**config.mk**
```make
export PLATFORM = sky130hd
export DESIGN_NAME = bmorph_cell
export DESIGN_NICKNAME = d
export VERILOG_FILES = /design/src/hw/rtl/binary_morphology_3x3_defines.svh /design/src/hw/rtl/bmorph_pkg.sv /design/src/hw/rtl/bmorph_cell.sv
export SDC_FILE = /design/constraint.sdc
export NUM_CORES = 1
export LEC_CHECK = 0
export BUFFER_PORTS_ARGS = -buffer_cell sky130_fd_sc_hd__buf_2
export CAP_MARGIN = 0
export CORE_AREA = 2 2 39 41
export CTS_BUF_LIST = sky130_fd_sc_hd__clkbuf_16
export DETAILED_ROUTE_END_ITERATION = 8
export DIE_AREA = 0 0 41 43
export GPL_ROUTABILITY_DRIVEN = 0
export PLACE_DENSITY = 0.3
export REMOVE_ABC_BUFFERS = 1
export SYNTH_ARGS = -nofsm -noshare
export SYNTH_HDL_FRONTEND = slang
export SYNTH_SLANG_ARGS = --single-unit
```
**constraint.sdc**
```tcl
create_clock -name clk -period 1.7 [get_ports clk]
set_input_delay 0.34 -clock clk [delete_from_list [all_inputs] [get_ports clk]]
set_output_delay 0.34 -clock clk [all_outputs]
set_load 0.02 [all_outputs]
```
**src/hw/rtl/binary_morphology_3x3_defines.svh**
```systemverilog
// assertion helpers shared by the rtl
`ifndef BINARY_MORPHOLOGY_3X3_DEFINES_SVH
`define BINARY_MORPHOLOGY_3X3_DEFINES_SVH

// same-cycle implication, sampled on clk, off while rst_n is low
`define BMORPH_ASSERT_IMP(lbl, ante, cons) \
  lbl: assert property (@(posedge clk) disable iff (!rst_n) (ante) |-> (cons)) \
    else $error("bmorph check failed");

// next-cycle implication, sampled on clk, off while rst_n is low
`define BMORPH_ASSERT_NXT(lbl, ante, cons) \
  lbl: assert property (@(posedge clk) disable iff (!rst_n) (ante) |=> (cons)) \
    else $error("bmorph check failed");

`endif

```
**src/hw/rtl/bmorph_pkg.sv**
```systemverilog
package bmorph_pkg;

  // register map
  typedef enum logic [1:0] {
    REG_OP_MODE      = 2'd0,
    REG_ELEMENT_MASK = 2'd1,
    REG_IMAGE_WIDTH  = 2'd2,
    REG_IMAGE_HEIGHT = 2'd3
  } reg_idx_t;

  // operating modes, the unused code behaves as dilation
  typedef enum logic [1:0] {
    MODE_DILATE   = 2'd0,
    MODE_ERODE    = 2'd1,
    MODE_BOUNDARY = 2'd2
  } mode_t;

  localparam int DIM_W     = 12;   // width of the size registers
  localparam int ROW_W     = 13;   // row counter runs up to height plus one
  localparam int WIN_ROWS  = 3;
  localparam int WIN_BITS  = 9;
  localparam int DIM_MAX   = 4095;

  localparam logic [7:0] PIX_OBJECT = 8'd0;
  localparam logic [7:0] PIX_BACKGR = 8'd255;

  localparam logic [DIM_W-1:0] WIDTH_RST  = 12'd640;
  localparam logic [DIM_W-1:0] HEIGHT_RST = 12'd480;
  localparam logic [WIN_BITS-1:0] MASK_RST = 9'h1ff;

  // shift / clear control for one window column cell
  typedef struct packed {
    logic shift;
    logic clear;
  } cell_ctl_t;

  // per-item control carried from the counter stage to the window stage
  typedef struct packed {
    logic b;         // incoming pixel is object
    logic br1;       // result for the last column of the row before last
    logic have;      // item produces a result
    logic eof;       // result closes the frame
    logic top_ok;    // neighbor row above lies inside the image
    logic bot_ok;    // neighbor row below lies inside the image
    logic left_ok;   // neighbor column left lies inside the image
    logic right_ok;  // neighbor column right lies inside the image
  } item_t;

  // morphology decision on a window; bit 3*col+row, col/row 0 is left/top
  function automatic logic decide(
    input logic [WIN_BITS-1:0] win,
    input logic [WIN_BITS-1:0] mask,
    input logic [1:0]          mode,
    input item_t               it
  );
    logic [2:0]          rok;
    logic [2:0]          cok;
    logic [WIN_BITS-1:0] inb;
    logic [WIN_BITS-1:0] live;
    logic [WIN_BITS-1:0] tmask;
    logic [WIN_BITS-1:0] rmask;
    logic                dil;
    logic                ero;
    logic                res;
    rok = {it.bot_ok, 1'b1, it.top_ok};
    cok = {it.right_ok, 1'b1, it.left_ok};
    for (int j = 0; j < 3; j++) begin
      for (int i = 0; i < 3; i++) begin
        inb[j*3+i]   = rok[i] & cok[j];
        tmask[j*3+i] = mask[i*3+j];
      end
    end
    for (int k = 0; k < WIN_BITS; k++) begin
      rmask[k] = tmask[WIN_BITS-1-k];
    end
    live = win & inb;
    dil  = |(live & rmask);
    ero  = &(~tmask | live);
    case (mode)
      MODE_ERODE:    res = ero;
      MODE_BOUNDARY: res = win[4] & ~ero;
      default:       res = dil;
    endcase
    return res;
  endfunction

endpackage

```
**src/hw/rtl/bmorph_cell.sv**
```systemverilog
module bmorph_cell
  import bmorph_pkg::*;
(
  input  logic                clk,
  input  logic                rst_n,
  input  cell_ctl_t           ctl,
  input  logic [WIN_ROWS-1:0] col_in,
  output logic [WIN_ROWS-1:0] col_out
);

  logic [WIN_ROWS-1:0] col_r;
  logic [WIN_ROWS-1:0] col_nxt;

  // take the neighbor's column on shift, clear wins
  always_comb begin
    col_nxt = col_r;
    if (ctl.shift) begin
      col_nxt = col_in;
    end
    if (ctl.clear) begin
      col_nxt = '0;
    end
  end

  always_ff @(posedge clk) begin
    if (!rst_n) begin
      col_r <= '0;
    end else begin
      col_r <= col_nxt;
    end
  end

  assign col_out = col_r;

endmodule

```
=== Word level (Yosys, flattened, before mapping) ===
Index checks and enable logic that the tools add are counted.

* Flip-flop bits (word level): 3
* Input port bits: 7
* Output and inout port bits: 3
* Word-level logic and storage cells: 3

* Bitwise logic cells: 1
* Reductions and logical operators: 1

{| class="wikitable"
|+ Operator list
! kind !! number
|-
| $reduce_or A2 Y1 || 1
|-
| $not A1 Y1 || 1
|}

=== Logic depth before layout (Yosys ltp) ===
Gate-level depths: netlist (run 1).

* Depth after elaboration: 2
* Gate-level depth with buffers: 2
* Mapped depth without buffers: 2

=== Worst setup path before layout (run 1) ===
Ideal clock, no wire load.

* Path kind: register to output
* Start: register col_r[0] (netlist: col_out[0])
* End: output port col_out[0]
* Arrival time: 410 ps
* Data required time: 1360 ps
* Slack: 950 ps
* Cell stages (with the launch flop): 1
* Path buffers: 0
* Cells stage by stage: dfxtp_1

{| class="wikitable"
|+ RTL lines
! element !! line !! text
|-
| from (decl) || bmorph_cell.sv:11 || <nowiki>logic [WIN_ROWS-1:0] col_r;</nowiki>
|-
| from (signal assigned) || bmorph_cell.sv:29 || <nowiki>col_r <= col_nxt;</nowiki>
|-
| to (decl) || bmorph_cell.sv:8 || <nowiki>output logic [WIN_ROWS-1:0] col_out</nowiki>
|}

No word-level cell between the ends.

=== Worst setup path in the final report (run 1) ===
* Start: register col_r[2] (netlist: col_out[2])
* End: output port col_out[2]

No word-level cell between the ends.

==> results of run 1 <==
## layer usage
layer	GRT usage (%)	routed length (microns)
met4	4.00	0
met3	4.71	64
met2	5.63	120
met1	4.18	140
met5	0	0
## kinds of logic (layout without fill, tap and decap cells)
group | count (synthesis) | count (layout) | synth area share, %
mux | 3 | 3 | 27.9
flops | 3 | 3 | 55.8
buf+inv | 0 | 13 | 0
simple gates | 4 | 4 | 16.3
## layout make-up
type	instances	area share, %
clock buffer	3	29.9
clock inverter	1	1.49
multi-input combinational	7	18.9
sequential	3	23.9
tap	16	7.96
timing repair buffer	9	17.9
## cells in the mapped netlist
cell type / instances / area share, %
mux2i_1: 3 / 28
dfxtp_1: 3 / 56
nor2_1: 3 / 10
nand2b_1: 1 / 5.8
## worst max-delay path by stage
stage | slack (ps) | end | startpoint
3_5_place_dp | 870 | col_out[2]$_SDFFE_PP0P_ | ctl[1]
3_3_place_gp | 880 | col_out[1]$_SDFFE_PP0P_ | ctl[1]
6_report | 650 | col_out[2] | col_out[2]$_SDFFE_PP0P_
2_1_floorplan | 950 | col_out[0] | col_out[0]$_SDFFE_PP0P_
5_1_grt | 620 | col_out[1] | col_out[1]$_SDFFE_PP0P_
4_1_cts | 650 | col_out[2] | col_out[2]$_SDFFE_PP0P_
## power by group
group / switching, mW / internal, mW
Clock: 0.0619 / 0.303
Combinational: 0.00966 / 0.0104
Sequential: 0.00103 / 0.0733
Total: 0.0726 / 0.387
## placed cells by master (no fill, tap or decap)
cell type | synthesis | final
dfxtp_1 | 3 | 3
mux2i_1 | 3 | 3
inv_1 | 0 | 1
clkbuf_16 | 0 | 3
buf_2 | 0 | 9
nand2b_1 | 1 | 1
nor2_1 | 3 | 3
## stage by stage
stage          util [%]  power [mW]  hold WS [ps]  cells
4_1_cts            18.2       0.466           364     39
2_1_floorplan         -      0.0844           487     10
3_5_place_dp       12.5      0.0955           482     35
5_1_grt            18.2       0.474           397     39
3_3_place_gp       12.5      0.0950           474     35
6_report           18.2       0.459           362     39
==> flow_summary.yaml, run 1 <==
global_routing:
  overflow: 0
  grt_usage_pct: 4.62
  grt_pass1_wl_microns: 462
  grt_pass1_vias: 127
  antenna_found_initial: 0
  grt_max_degree: 4
sta:
  finalSetupTns_ps: 0
  final_hold_viol_count: 0
  min_period_over_period_pct: 61.5
  min_period_ps: 1050
  setup_viol: 0
  drv_slew: 0
  fin_skew_ps: 0
  fmax_mhz: 957
  timing.final.ws_setup_ps: 655
  rsz0062_at_grt: "no"
  worstMarginPinSlew_ps: 146
  worst_slew_margin_rel_pct: 90.0
setup_path:
  worstPathRequired_ps: 1360
  critPathSlowestCell: "dfxtp_1"
  start_kind: "flop"
  path_cells: "buf_2"
  worst_path_dominant_cell_family: "flip-flops"
  crit_type: "flop to output pin"
  path_buf_inv: 1
  end_kind: "output pin"
  ff2ff_path_depth: 2
  rrSetupSlack_ps: 1100
  worst-path-stages: 1
  slowest_delay_ps: 320
  reg2reg_from: "col_out[2]$_SDFFE_PP0P_"
  critPathArrivalTime_ps: 710
  critical_path_peak_fanout: 2
  r2r_end: "col_out[2]$_SDFFE_PP0P_"
placement:
  dp_slack_ps: 870
  place_area_sq_um: 173
  portBuffers: 9
cts:
  clk-insertion-delay-late_ps: 220
  cts_tree: "done"
  cts.clk_slew.worst_paths_ps: 30
  cts_buffer_depth: 2
  cts_setup_buffers: 0
  htree_levels: 1
  ctsResizeCount: 0
  clock-sinks: 3
  cts_root_buf: "clkbuf_16"
  cts_made_buffers: 3
  ctsHoldBuffers: 0
route:
  routedWlPerCell_microns: 8.33
  drtAntennaViolNets: 0
  vias: 112
  routed_wl_microns: 325
  drt_iter0_drc: 0
  drc: 0
  first_pass_iters: 1
  vias_per_cell: 2.87
pwr:
  p_per_area_nw_per_um2: 1830
  leakage_nw: 0.130
  ir_drop_v: 0.000307
floorplan:
  num_io_pins: 10
  core_area_sq_um: 1380
  die_h_microns: 43
  die_width_microns: 41
  die_area_sq_um: 1760
  initial_utilization_pct: 7.78
  num_rows: 14
final_layout:
  antenna_cells: 0
  final_nets: 31
  seq_area_sq_um: 60.1
  multi_input_area_sq_um: 47.5
  area_delta_synth_final_pct: 134
  largest_reg_flops: 3
  drive_above_1_share_pct: 52.2
  final_cell_area_sq_um: 251
  n_fill_cell: 156
yosys:
  synth-seq-cells: 3
  synth_area_per_cell_sq_um: 10.8
  netlist_area_sq_um: 108
  synth.distinct_cells: 4
  yosys_warnings: 0
  ys_seq_area_share_pct: 55.8
  synth_cells: 10
hold_path:
  min_path_cells: 3
  min_to: "col_out[0]$_SDFFE_PP0P_"
  hp-start: "col_in[0]"
  worst_hold_path_type: "primary input to flop"
job:
  max_cap_violations: 0
run_status:
  outcome: "finished, final reports clean"
(Power assumes the default switching activity.)
==> inputs of run 2 (changes only) <==
==> constraint.sdc (replaced) <==
create_clock -name clk -period 0.9 [get_ports clk]
set_input_delay 0.18 -clock clk [delete_from_list [all_inputs] [get_ports clk]]
set_output_delay 0.18 -clock clk [all_outputs]
set_load 0.02 [all_outputs]
==> flow_summary.yaml, run 2 (synthesized netlist as in run 1, its figures left out) <==
floorplan:
  num_io_pins: 10
  initial_utilization_pct: 7.78
  die_h_microns: 43
  core_area_sq_um: 1380
  num_rows: 14
  die_area_sq_um: 1760
  die_width_microns: 41
pwr:
  finalPower_mw: 0.867
  ir_drop_v: 0.000696
  p_per_area_nw_per_um2: 3410
  leakage_nw: 0.130
setup_path:
  start_kind: "flop"
  end_kind: "output pin"
  critical_path_peak_fanout: 2
  worstPathRequired_ps: 720
  crit_start: "col_out[2]$_SDFFE_PP0P_"
  worst_path_dominant_cell_family: "flip-flops"
  crit_type: "flop to output pin"
  reg2reg_from: "col_out[1]$_SDFFE_PP0P_"
  path_buf_inv: 1
  slowest_delay_ps: 310
  critPathSlowestCell: "dfxtp_1"
  path_cells: "buf_2"
  critPathArrivalTime_ps: 700
sta:
  setup_viol: 0
  fin_skew_ps: 0
  worst_slew_margin_rel_pct: 88.8
  min_period_ps: 876
  worstMarginPinSlew_ps: 163
  fmax_mhz: 1140
  final_hold_viol_count: 0
  min_period_over_period_pct: 97.4
  rsz0062_at_grt: "no"
  finalSetupTns_ps: 0
  drv_slew: 0
cts:
  cts_made_buffers: 3
  cts_tree: "done"
  cts.clk_slew.worst_paths_ps: 30
  clock-sinks: 3
  clk-insertion-delay-late_ps: 220
  ctsHoldBuffers: 0
  cts_buffer_depth: 2
  htree_levels: 1
  cts_root_buf: "clkbuf_16"
placement:
  place_area_sq_um: 173
  portBuffers: 9
  dp.cells: 35
final_layout:
  final_cell_area_sq_um: 254
  instances_no_fill: 39
  drive_above_1_share_pct: 52.2
  final_nets: 31
  area_delta_synth_final_pct: 136
  n_fill_cell: 154
  final_cell_mix: "8 x buf_2, 3 x mux2i_1, 3 x nor2_1, 3 x clkbuf_16, 3 x dfxtp_1"
  largest_reg_flops: 3
  utilization_pct: 18.4
  antenna_cells: 0
  layout_commonest_cell: "buf_2"
route:
  routedWlPerCell_microns: 7.59
  first_pass_iters: 1
  drt_iter0_drc: 0
  routed_wl_microns: 296
  vias: 108
  vias_per_cell: 2.77
  drtAntennaViolNets: 0
  drc: 0
global_routing:
  grt_usage_pct: 4.71
  antenna_found_initial: 0
  overflow: 0
  grt_max_degree: 4
  grt_pass1_vias: 118
  grt_pass1_wl_microns: 420
job:
  max_cap_violations: 0
run_status:
  outcome: "finished, final reports clean"
hold_path:
  worst_hold_path_type: "primary input to flop"
  hp-start: "col_in[0]"
## run 2: cell counts in the layout (fill, tap and decap cells not counted)
No cell type changed its count.
## run 2: final timing paths
check | cells after the start | endpoint | slack (ps)
setup / recovery | 1 | col_out[2] | 20
hold / removal | 3 | col_out[0]$_SDFFE_PP0P_ | 200
setup reg to reg | 2 | col_out[1]$_SDFFE_PP0P_ | 290
hold reg to reg | 2 | col_out[0]$_SDFFE_PP0P_ | 500
## run 2: per-stage QoR
step	hold slack [ps]	setup slack [ps]
floorplan	327	255
global placement	429	236
detailed placement	430	209
CTS	206	15.5
global route	218	0.00888
finish	204	23.6
## run 2: area by class of cell
cell class                 count  area, sq um  share of cell area, %
tap                           16         20.0                   7.88
clock inverter                 1         3.75                   1.48
multi-input combinational      7         47.5                   18.7
timing repair buffer           9         47.5                   18.7
sequential                     3         60.1                   23.6
clock buffer                   3         75.1                   29.6
## run 2: metal layers
| metal | share of wire (%) | vias to the layer above | GRT usage (%) |
|---|---|---|---|
| met5 | 0 | - | 0 |
| met4 | 0 | 0 | 8.00 |
| met3 | 24 | 0 | 4.71 |
| met2 | 32 | 10 | 3.13 |
| met1 | 45 | 40 | 5.13 |
| li1 | - | 58 | - |
## run 2: repair_timing
| action | in CTS | in global routing |
|---|---|---|
| gates resized for setup | 0 | 1 |
| setup buffers | 0 | 0 |
| hold endpoints to repair | 0 | 0 |
| setup endpoints to repair | 0 | 1 |
## run 2: where the power goes
part / internal, mW / switching, mW / total [mW]
sequential: 0.138 / 0.00190 / 0.140
combinational: 0.0205 / 0.0181 / 0.0386
clock: 0.572 / 0.115 / 0.688
